==> config.mk <==
export PLATFORM = sky130hd
export DESIGN_NAME = url_percent_decoder_unit
export DESIGN_NICKNAME = d
export VERILOG_FILES = /design/src/hw/rtl/upd_pkg.sv /design/src/hw/rtl/url_percent_decoder_unit.sv
export SDC_FILE = /design/constraint.sdc
export NUM_CORES = 1
export LEC_CHECK = 0
export ABC_AREA = 0
export BUFFER_PORTS_ARGS = -buffer_cell sky130_fd_sc_hd__clkbuf_2
export CORE_ASPECT_RATIO = 1.75
export CORE_UTILIZATION = 55
export DETAILED_ROUTE_END_ITERATION = 6
export PLACE_DENSITY = 0.74
export SYNTH_ARGS = -nofsm -noshare
export SYNTH_HDL_FRONTEND = slang
export SYNTH_SLANG_ARGS = --single-unit
==> constraint.sdc <==
create_clock -name clk -period 3.39 [get_ports clk]
set_input_delay 0.1695 -clock clk [delete_from_list [all_inputs] [get_ports clk]]
set_output_delay 0.1695 -clock clk [all_outputs]
set_load 0.05 [all_outputs]
==> src/hw/rtl/upd_pkg.sv <==
// Shared constants and character helpers for the URL percent decoder.
`default_nettype none
package upd_pkg;

  localparam int unsigned HOLD_DEPTH = 5;
  localparam int unsigned MAX_RES    = HOLD_DEPTH + 1;

  localparam logic [7:0] CH_PLUS  = 8'h2B;
  localparam logic [7:0] CH_PCT   = 8'h25;
  localparam logic [7:0] CH_U     = 8'h75;
  localparam logic [7:0] CH_SPACE = 8'h20;

  function automatic logic is_hex(input logic [7:0] c);
    return (c >= 8'h30 && c <= 8'h39) ||
           (c >= 8'h41 && c <= 8'h46) ||
           (c >= 8'h61 && c <= 8'h66);
  endfunction

  // Nibble value of a hex digit; letters carry bit 6, so add nine to the low bits
  function automatic logic [3:0] hex_nibble(input logic [7:0] c);
    logic [3:0] v;
    v = c[6] ? (c[3:0] + 4'd9) : c[3:0];
    return v;
  endfunction

endpackage
`default_nettype wire

==> src/hw/rtl/url_percent_decoder_unit.sv <==
// URL percent decoder: input register, single-pass decode, result buffer.
// A request passes through the input register and is decoded into the result buffer, which offers its first result.
// Throughput: one request per cycle while each yields at most one result and out_stall is low; a
// request yielding n results (n up to six) holds the result buffer until all n have been taken.
// Reset: synchronous active-low rst_n clears the escape state, input and result buffers.
`default_nettype none
module url_percent_decoder_unit
  import upd_pkg::*;
(
  input  wire logic       clk,
  input  wire logic       rst_n,
  input  wire logic       in_valid,
  output logic            in_stall,
  input  wire logic [7:0] in_byte,
  input  wire logic       in_last,
  output logic            out_valid,
  input  wire logic       out_stall,
  output logic [7:0]      out_byte,
  output logic            out_has_byte,
  output logic            out_last
);

  // input register
  logic       inq_valid_r;
  logic [7:0] inq_byte_r;
  logic       inq_last_r;

  // escape state
  logic [2:0] phase_r, phase_nxt;
  logic       wide_r, wide_nxt;
  logic [7:0] held_r [HOLD_DEPTH];

  // result buffer
  logic [7:0] ob_byte_r [MAX_RES];
  logic [7:0] ob_byte_nxt [MAX_RES];
  logic [2:0] ob_cnt_r, ob_cnt_nxt;
  logic [2:0] ob_idx_r;
  logic       ob_has_r, ob_has_nxt;
  logic       ob_last_r;

  logic       ob_final;
  logic       buf_free;
  logic       consume;

  // decode signals
  logic       hex_ok;
  logic [3:0] hv;
  logic       broken;
  logic       hold_en;
  logic [2:0] hold_idx;
  logic       x_en;
  logic [7:0] x_val;
  logic [2:0] flush_n;
  logic [2:0] res_n;
  logic       marker;

  assign out_valid    = (ob_idx_r != ob_cnt_r);
  assign ob_final     = (ob_idx_r == (ob_cnt_r - 3'd1));
  assign buf_free     = !out_valid || (!out_stall && ob_final);
  assign consume      = inq_valid_r && buf_free;
  assign in_stall     = inq_valid_r && !buf_free;

  assign out_byte     = ob_byte_r[ob_idx_r];
  assign out_has_byte = ob_has_r;
  assign out_last     = ob_last_r && ob_final;

  always_comb begin
    hex_ok    = is_hex(inq_byte_r);
    hv        = hex_nibble(inq_byte_r);
    broken    = 1'b0;
    hold_en   = 1'b0;
    hold_idx  = phase_r;
    x_en      = 1'b0;
    x_val     = (inq_byte_r == CH_PLUS) ? CH_SPACE : inq_byte_r;
    flush_n   = 3'd0;
    phase_nxt = phase_r;
    wide_nxt  = wide_r;

    priority if (phase_r == 3'd0) begin
      if (inq_byte_r == CH_PCT) begin
        hold_en  = 1'b1;
        wide_nxt = 1'b0;
      end else begin
        x_en = 1'b1;
      end
    end else if (phase_r == 3'd1) begin
      if (hex_ok) begin
        hold_en  = 1'b1;
        wide_nxt = 1'b0;
      end else if (inq_byte_r == CH_U) begin
        hold_en  = 1'b1;
        wide_nxt = 1'b1;
      end else begin
        broken = 1'b1;
      end
    end else if (!wide_r) begin
      if (hex_ok) begin
        x_en      = 1'b1;
        x_val     = {hex_nibble(held_r[1]), hv};
        phase_nxt = 3'd0;
      end else begin
        broken = 1'b1;
      end
    end else begin
      if (hex_ok) begin
        if (phase_r >= 3'(HOLD_DEPTH)) begin
          // wide escape complete: drop it
          phase_nxt = 3'd0;
          wide_nxt  = 1'b0;
        end else begin
          hold_en = 1'b1;
        end
      end else begin
        broken = 1'b1;
      end
    end

    if (hold_en) begin
      phase_nxt = phase_r + 3'd1;
    end

    // broken escape: flush held characters, then decode the byte afresh
    if (broken) begin
      flush_n  = phase_r;
      wide_nxt = 1'b0;
      hold_idx = 3'd0;
      if (inq_byte_r == CH_PCT) begin
        hold_en   = 1'b1;
        phase_nxt = 3'd1;
      end else begin
        x_en      = 1'b1;
        phase_nxt = 3'd0;
      end
    end

    // end of string: whatever would be held goes out literally
    if (inq_last_r) begin
      if (hold_en) begin
        flush_n = phase_r;
        x_en    = 1'b1;
        x_val   = inq_byte_r;
        hold_en = 1'b0;
      end
      phase_nxt = 3'd0;
      wide_nxt  = 1'b0;
    end

    res_n  = flush_n + {2'b00, x_en};
    marker = inq_last_r && (res_n == 3'd0);

    for (int i = 0; i < HOLD_DEPTH; i++) begin
      ob_byte_nxt[i] = (3'(i) < flush_n) ? held_r[i] : x_val;
    end
    ob_byte_nxt[MAX_RES-1] = x_val;
    if (marker) begin
      ob_byte_nxt[0] = 8'h00;
    end
    ob_cnt_nxt = marker ? 3'd1 : res_n;
    ob_has_nxt = !marker;
  end

  // control state
  always_ff @(posedge clk) begin
    if (!rst_n) begin
      inq_valid_r <= 1'b0;
      phase_r     <= 3'd0;
      wide_r      <= 1'b0;
      ob_cnt_r    <= 3'd0;
      ob_idx_r    <= 3'd0;
    end else begin
      if (!in_stall) begin
        inq_valid_r <= in_valid;
      end
      if (consume) begin
        phase_r  <= phase_nxt;
        wide_r   <= wide_nxt;
        ob_cnt_r <= ob_cnt_nxt;
        ob_idx_r <= 3'd0;
      end else if (out_valid && !out_stall) begin
        ob_idx_r <= ob_idx_r + 3'd1;
      end
    end
  end

  // payload
  always_ff @(posedge clk) begin
    if (in_valid && !in_stall) begin
      inq_byte_r <= in_byte;
      inq_last_r <= in_last;
    end
    if (consume) begin
      if (hold_en) begin
        held_r[hold_idx] <= inq_byte_r;
      end
      for (int i = 0; i < MAX_RES; i++) begin
        ob_byte_r[i] <= ob_byte_nxt[i];
      end
      ob_has_r  <= ob_has_nxt;
      ob_last_r <= inq_last_r;
    end
  end

`ifndef SYNTHESIS
  a_phase_range: assert property (@(posedge clk) disable iff (!rst_n)
    phase_r <= 3'(HOLD_DEPTH))
    else $error("held count beyond hold depth");

  a_wide_needs_u: assert property (@(posedge clk) disable iff (!rst_n)
    wide_r |-> (phase_r >= 3'd2))
    else $error("wide escape flagged without a held u");

  a_plain_short: assert property (@(posedge clk) disable iff (!rst_n)
    !wide_r |-> (phase_r <= 3'd2))
    else $error("plain escape holds too many characters");

  a_marker_final: assert property (@(posedge clk) disable iff (!rst_n)
    (out_valid && !out_has_byte) |-> out_last)
    else $error("bare end marker not flagged last");

  a_consume_clean: assert property (@(posedge clk) disable iff (!rst_n)
    (consume && inq_last_r) |=> (phase_r == 3'd0) && !wide_r)
    else $error("escape state survives end of string");
`endif

endmodule
`default_nettype wire

==> results of run 1 <==
## repair_timing
action                                  in CTS  in global routing
buffers inserted                             0                  1
hold buffers                                10                  0
endpoints found under the hold margin       10                  0
endpoints found under the setup margin       0                  2
## layout by cell type, fill, tap and decap left out, drive strengths merged, types with 9 or more instances in the layout
cell type     n
nor2         33
nand2        30
mux2         28
o21ai        22
clkinv        9
dfxtp        14
mux2i        11
ha           10
clkbuf       43
inv          11
a32oi         9
nand3        17
buf          32
edfxtp       99
dlygate4sd3  10
a21oi        16
## final timing paths
path,from,end,slack [ns]
worst min register to register,ob_cnt_r[1]$_SDFFE_PN0P_,ob_cnt_r[1]$_SDFFE_PN0P_,0.52
worst min-delay path,rst_n,inq_valid_r$_SDFFE_PN0N_,0.12
worst max-delay path,inq_byte_r[1]$_DFFE_PP_,ob_byte_r[0][2]$_SDFFCE_PP0P_,0.26
worst max register to register,inq_byte_r[1]$_DFFE_PP_,ob_byte_r[0][2]$_SDFFCE_PP0P_,0.26
## Yosys cell counts, types with 2 or more instances
cell and n:
buf_6 2, buf_2 5, nand4b_1 3, and3_1 5
a21boi_0 2, nand3_1 16, nor3_1 6, and4_1 3
nor2b_1 2, clkinv_1 2, a32oi_1 9, o21ai_0 16
o31ai_1 2, o21ai_2 2, nor2_1 32, nor4b_1 2
a21oi_1 15, mux2_4 8, o21bai_1 3, o211ai_1 2
mux2_2 20, clkbuf_1 8, nor3b_1 3, o22ai_1 2
o21a_1 4, nand2_1 30, ha_1 10, or3_1 2
nor4_1 3, dfxtp_1 14, xnor2_1 8, nand2b_1 3
nand4_1 2, xor2_1 3, mux2i_1 10, edfxtp_1 99
mux4_2 8, inv_1 10, o21ai_1 3
## kinds of logic after synthesis
| logic type | count (synthesis) | synth area share (%) |
|---|---|---|
| xor gates and xnor gates | 12 | 2.214 |
| buffers and inverters | 27 | 2.260 |
| and+or+nand+nor | 119 | 11.32 |
| DFF | 113 | 59.95 |
| AOI/OAI and AO/OA | 77 | 10.01 |
| muxes | 47 | 11.94 |
| adders and majority gates | 10 | 2.306 |
## worst max-delay path, delay by kind of cell, from the launching register on
kind,cells,cell delay [ns]
AND/OR/NAND/NOR,4,0.47
AO/OA/AOI/OAI,5,1.19
buffers and inverters,2,0.22
adder cells (fa/ha/maj),2,0.38
flip-flops,1,0.37
multiplexers,1,0.19
## state kept, by name, indices dropped and copies added (netlist names), named ones only
name,count
ob_cnt_r,3
ob_idx_r,3
inq_last_r,1
phase_r,3
out_has_byte,1
inq_byte_r,8
held_r,40
wide_r,1
ob_last_r,1
ob_byte_r,48
inq_valid_r,1
## per-stage QoR
step / hold WS, ns / util, % / instances / setup slack [ns]
2_1_floorplan: 0.2684 / - / 405 / 0.1500
3_3_place_gp: 0.3476 / 61.72 / 567 / 0.4074
3_5_place_dp: 0.3481 / 61.72 / 567 / 0.2578
4_1_cts: 0.1124 / 68.31 / 608 / 0.2317
5_1_grt: 0.1479 / 68.52 / 609 / 0.1055
6_report: 0.1233 / 68.52 / 609 / 0.2614
## routing by layer
metal / vias up / share of wire, %
met3: 28 / 3.9
li1: 1701 / -
met2: 114 / 56
met1: 1799 / 38
met4: 0 / 2.7
met5: - / 0
## cell type report
| cell class | count | area (µm²) |
|---|---|---|
| well taps | 122 | 152.6 |
| clock inverters | 12 | 95.09 |
| clock buffers | 19 | 432.9 |
| multi-input cells | 265 | 2051 |
| flip-flops and latches | 113 | 3253 |
| fillers | 719 | 2999 |
| repair buffers | 66 | 498.0 |
| inverters | 12 | 45.04 |
## power by group through the flow
stage	combinational (µW)	sequential (µW)	clock (µW)
after floorplan	429	1720	0
after global placement	549	1750	0
after detailed placement	563	1760	0
after CTS	578	1730	1600
after global routing	613	1740	1650
final	575	1730	1570
==> results.sh, run 1 <==
export IMPL_status="completed"
export IMPL_hold_depth=2
export IMPL_stdcell_area_mm2=0.006528
export IMPL_grt_max_degree=46
export IMPL_p_sw_share_pct=26.09
export IMPL_combPwrFrac_pct=14.8
export IMPL_internal_power_uw=2866
export IMPL_share_seq_of_total_power_pct=44.6
export IMPL_clockBufferDepth=2
export IMPL_synth_top_cell_area_share_pct=54.78
export IMPL_cts_sinks=113
export IMPL_power_uw=3878
export IMPL_yosys_top_cells_area="edfxtp_1 55%, dfxtp_1 5.2%, mux2_2 4.2%"
export IMPL_overflow=0
export IMPL_postRouteWirelength_um=12260
export IMPL_path_max_fanout=10
export IMPL_final_hold_violation_count=0
export IMPL_reg2reg_depth=14
export IMPL_grt_pass1_vias=3714
export IMPL_routabilityCongestion=0.9308
export IMPL_grt_pass1_wl_um=19130
export IMPL_fp_coreArea_mm2=0.009527
export IMPL_peakVddDrop_mv=0.3649
export IMPL_dominantRegCellSynth="edfxtp_1"
export IMPL_wl_per_cell_um=20.13
export IMPL_synth_edff_count=99
export IMPL_crit_arrival_ns=3.23
export IMPL_syn_avg_cell_area_um2=13.40
export IMPL_root_buffer="clkbuf_16"
export IMPL_critPathCaptureType="flip-flop"
export IMPL_required_ns=3.50
export IMPL_synth_largest_area_cell="edfxtp_1"
export IMPL_drv_slew=0
export IMPL_critical_path_class="flip-flop to flip-flop"
export IMPL_postRouteAntennaNets=0
export IMPL_critPathLaunchType="flip-flop"
export IMPL_die_h_um=133.4
export IMPL_max_freq_mhz=319.6
export IMPL_grt_use_met1_pct=27.81
export IMPL_gr_usage_met2_pct=45.68
export IMPL_route_detailed_drc=0
export IMPL_clock_skew_ns=0.006574
export IMPL_antenna_found_initial=0
export IMPL_cpMaxStageDelayCell="edfxtp_1"
export IMPL_ios=25
export IMPL_p_clk_share_pct=40.6
export IMPL_cts_tree="done"
export IMPL_hpwl_um=8349
export IMPL_drtIter0Drc=318
export IMPL_diodes=0
export IMPL_hold_path_class="input port to flip-flop"
export IMPL_path_cells="inv_1 > ha_1 > nor3b_1 > o21ai_1 > nand3_2 > o31ai_1 > o21ai_0 > nand3_1 > ha_1 > nand3_1 > o31a_1 > mux2i_4 > buf_12 > a32oi_1"
export IMPL_dr_pass1_iters=5
export IMPL_ctsHtreeMaxLevel=4
export IMPL_drive_gt1_share_pct=27.72
export IMPL_relSlewSlack_pct=37.06
export IMPL_slowest_delay_ns=0.37
export IMPL_rows=47
export IMPL_initial_core_util_pct=56.96
export IMPL_worst_pin_slew_ns=0.9440
export IMPL_synth_fp_nets=428
export IMPL_design_die_area_mm2=0.01028
export IMPL_met3_usage_pct=5.753
export IMPL_insertion_delay_ns=0.41
export IMPL_p_switching_uw=1012
export IMPL_period_minus_slack_ns=3.129
export IMPL_grt_usage_pct=25.39
export IMPL_cellPowerDensity_mw_per_mm2=594.1
export IMPL_post_cts_resized=0
export IMPL_finalNetCount=498
export IMPL_setup_viol=0
export IMPL_rsz0062_at_grt="false"
export IMPL_synth_seq_area_share_pct=59.95
export IMPL_area_delta_synth_final_pct=20.29
export IMPL_synth_seq_cells=113
export IMPL_busiest_layer="met2"
export IMPL_numCtsBuffers=17
export IMPL_die_w_um=77.09
export IMPL_clk_pin_slew_ns=0.05
export IMPL_synth_cell_types=65
export IMPL_p_leak_uw=0.002384
export IMPL_port_buffers=24
export IMPL_maxCapViolations=0
export IMPL_syn_cell_area_mm2=0.005426
export IMPL_post_route_period_util_pct=92.29
export IMPL_ys_async_sr_fraction_pct=0
export IMPL_place_area_mm2=0.005879
export IMPL_syn_instance_count=405
export IMPL_vias=3642
export IMPL_setup_tns_ns=0
export IMPL_routed_via_density=5.980
export IMPL_synth_warnings=0
(Power assumes the default switching activity.)
==> inputs of run 2 (changes only) <==
--- a/config.mk
+++ b/config.mk
@@ -8,9 +8,9 @@
 export ABC_AREA = 0
 export BUFFER_PORTS_ARGS = -buffer_cell sky130_fd_sc_hd__clkbuf_2
 export CORE_ASPECT_RATIO = 1.75
-export CORE_UTILIZATION = 55
+export CORE_UTILIZATION = 61
 export DETAILED_ROUTE_END_ITERATION = 6
-export PLACE_DENSITY = 0.74
+export PLACE_DENSITY = 0.78
 export SYNTH_ARGS = -nofsm -noshare
 export SYNTH_HDL_FRONTEND = slang
 export SYNTH_SLANG_ARGS = --single-unit
==> constraint.sdc (replaced) <==
create_clock -name clk -period 3.19 [get_ports clk]
set_input_delay 0.1595 -clock clk [delete_from_list [all_inputs] [get_ports clk]]
set_output_delay 0.1595 -clock clk [all_outputs]
set_load 0.05 [all_outputs]
==> run 2 against run 1 <==
Compared with the run above: flip-flop and latch count stayed put; global-route usage up 3.5 points; cell area up 0.23%; highest routed layer unchanged; die area fell by 9.6%; count of clock-buffer cells in the layout increased by 6.
==> results.sh, run 2 (same netlist as run 1, synthesis figures left out) <==
export IMPL_grt_pass1_vias=3619
export IMPL_setup_viol=0
export IMPL_ios=25
export IMPL_cellPowerDensity_mw_per_mm2=637.1
export IMPL_finalNetCount=501
export IMPL_routabilityCongestion=0.9459
export IMPL_p_switching_uw=1051
export IMPL_antenna_found_initial=0
export IMPL_grt_usage_pct=28.90
export IMPL_cts_tree="done"
export IMPL_top_register="ob_byte_r"
export IMPL_die_h_um=126.8
export IMPL_internal_power_uw=3117
export IMPL_p_leak_uw=0.002408
export IMPL_period_minus_slack_ns=3.022
export IMPL_power_uw=4168
export IMPL_peakVddDrop_mv=0.4323
export IMPL_cts_sinks=113
export IMPL_routed_via_density=6.150
export IMPL_layout_commonest_cell="edfxtp_1"
export IMPL_critical_path_class="flip-flop to flip-flop"
export IMPL_status="completed"
export IMPL_hpwl_um=8457
export IMPL_dp_cells=565
export IMPL_route_detailed_drc=0
export IMPL_finalNonFillerCells=608
export IMPL_setup_tns_ns=0
export IMPL_hold_path_class="input port to flip-flop"
export IMPL_dr_pass1_iters=5
export IMPL_die_w_um=73.30
export IMPL_critPathLaunchType="flip-flop"
export IMPL_final_cell_mix="99 x edfxtp_1, 34 x buf_4, 32 x nor2_1"
export IMPL_reg_top3="ob_byte_r (48), held_r (40), inq_byte_r (8)"
export IMPL_numCtsBuffers=17
export IMPL_diodes=0
export IMPL_grt_max_degree=36
export IMPL_clk_pin_slew_ns=0.05
export IMPL_p_clk_share_pct=41.1
export IMPL_initial_core_util_pct=62.58
export IMPL_relSlewSlack_pct=41.92
export IMPL_drive_gt1_share_pct=28.11
export IMPL_rsz0062_at_grt="false"
export IMPL_clockBufferDepth=2
export IMPL_vias=3739
export IMPL_ctsHtreeMaxLevel=4
export IMPL_required_ns=3.32
export IMPL_post_route_period_util_pct=94.73
export IMPL_grt_pass1_wl_um=19130
export IMPL_wl_per_cell_um=20.52
export IMPL_final_core_util_pct=75.45
export IMPL_final_hold_violation_count=0
export IMPL_crit_arrival_ns=3.15
export IMPL_rows=45
export IMPL_area_delta_synth_final_pct=20.57
export IMPL_worst_pin_slew_ns=0.8711
export IMPL_drv_slew=0
export IMPL_clock_skew_ns=0.009965
export IMPL_postRouteAntennaNets=0
export IMPL_whs_ns=0.1187
export IMPL_postRouteWirelength_um=12480
export IMPL_fp_coreArea_mm2=0.008671
export IMPL_max_freq_mhz=330.9
export IMPL_largest_reg_flops=48
export IMPL_port_buffers=24
export IMPL_share_seq_of_total_power_pct=44.1
export IMPL_maxCapViolations=0
export IMPL_root_buffer="clkbuf_16"
export IMPL_combPwrFrac_pct=14.8
export IMPL_path_max_fanout=10
export IMPL_insertion_delay_ns=0.41
export IMPL_critPathCaptureType="flip-flop"
export IMPL_design_die_area_mm2=0.009292
export IMPL_p_sw_share_pct=25.22
export IMPL_final_fill_count=587
export IMPL_drtIter0Drc=329
export IMPL_overflow=0
[run 2: cell count changes in the layout (fill, tap and decap cells not counted)]
cell	before	now
clkinv_1	2	1
buf_4	29	34
clkbuf_8	0	3
clkinv_4	1	0
inv_2	1	0
clkinvlp_4	3	0
o31ai_1	2	1
clkbuf_1	2	5
buf_12	3	1
clkinv_2	6	7
o31ai_2	0	1
[run 2: power by group through the flow]
stage,clock network [µW],logic (µW),registers [µW]
floorplan,0,457,1830
global placement,0,586,1860
detailed placement,0,598,1860
CTS,1720,617,1840
global route,1790,663,1850
finish,1710,616,1840
[run 2: layout make-up]
| type | instances | area, µm² | share of cell area (%) |
|---|---|---|---|
| multi-input cells | 265 | 2056 | 31.42 |
| clock inverters | 7 | 60.06 | 0.9180 |
| clock buffers | 25 | 485.5 | 7.420 |
| flip-flops and latches | 113 | 3253 | 49.72 |
| well taps | 117 | 146.4 | 2.238 |
| inverters | 12 | 46.29 | 0.7076 |
| repair buffers | 69 | 495.5 | 7.573 |
[run 2: final timing paths]
kind                                                       to  cells after the start  slack, ns                      from
worst min register to register       ob_cnt_r[1]$_SDFFE_PN0P_                      2       0.50  ob_cnt_r[1]$_SDFFE_PN0P_
worst max-delay path            ob_byte_r[0][3]$_SDFFCE_PP0P_                     14       0.17   inq_byte_r[1]$_DFFE_PP_
worst min-delay path                 ob_idx_r[1]$_SDFFE_PP0P_                      4       0.12                 out_stall
worst max register to register  ob_byte_r[0][3]$_SDFFCE_PP0P_                     14       0.17   inq_byte_r[1]$_DFFE_PP_
[run 2: per-layer routing]
| layer | GRT usage (%) | wire [µm] | vias up |
|---|---|---|---|
| met3 | 6.672 | 601 | 47 |
| met2 | 50.76 | 6775 | 169 |
| met4 | 15.38 | 586 | 0 |
| li1 | - | - | 1711 |
| met1 | 31.50 | 4514 | 1812 |
| met5 | 0 | 0 | - |
[run 2: through the flow]
stage	cell area, µm²	worst slack, ns
2_1_floorplan	5428	0.1488
3_3_place_gp	5872	0.2245
5_1_grt	6543	0.002406
6_report	6543	0.1681
4_1_cts	6518	0.06671
3_5_place_dp	5872	0.1117
[run 2: critical path, cell delays in order (launching register included)]
cell and delay, ns:
edfxtp_1 0.41, inv_1 0.10, ha_1 0.19, o21bai_1 0.08, a21oi_1 0.27, nand3_2 0.14
o31ai_2 0.34, o21ai_0 0.12, nand3_1 0.11, ha_1 0.18, nand3_1 0.08, o31a_1 0.29
mux2i_4 0.17, buf_12 0.16, a32oi_1 0.11
[run 2: what timing repair did]
item                       in CTS  in global routing
resized for setup               0                  1
setup buffers                   0                  1
setup endpoints to repair       0                  9
hold endpoints to repair       10                  0
hold buffers                   10                  0
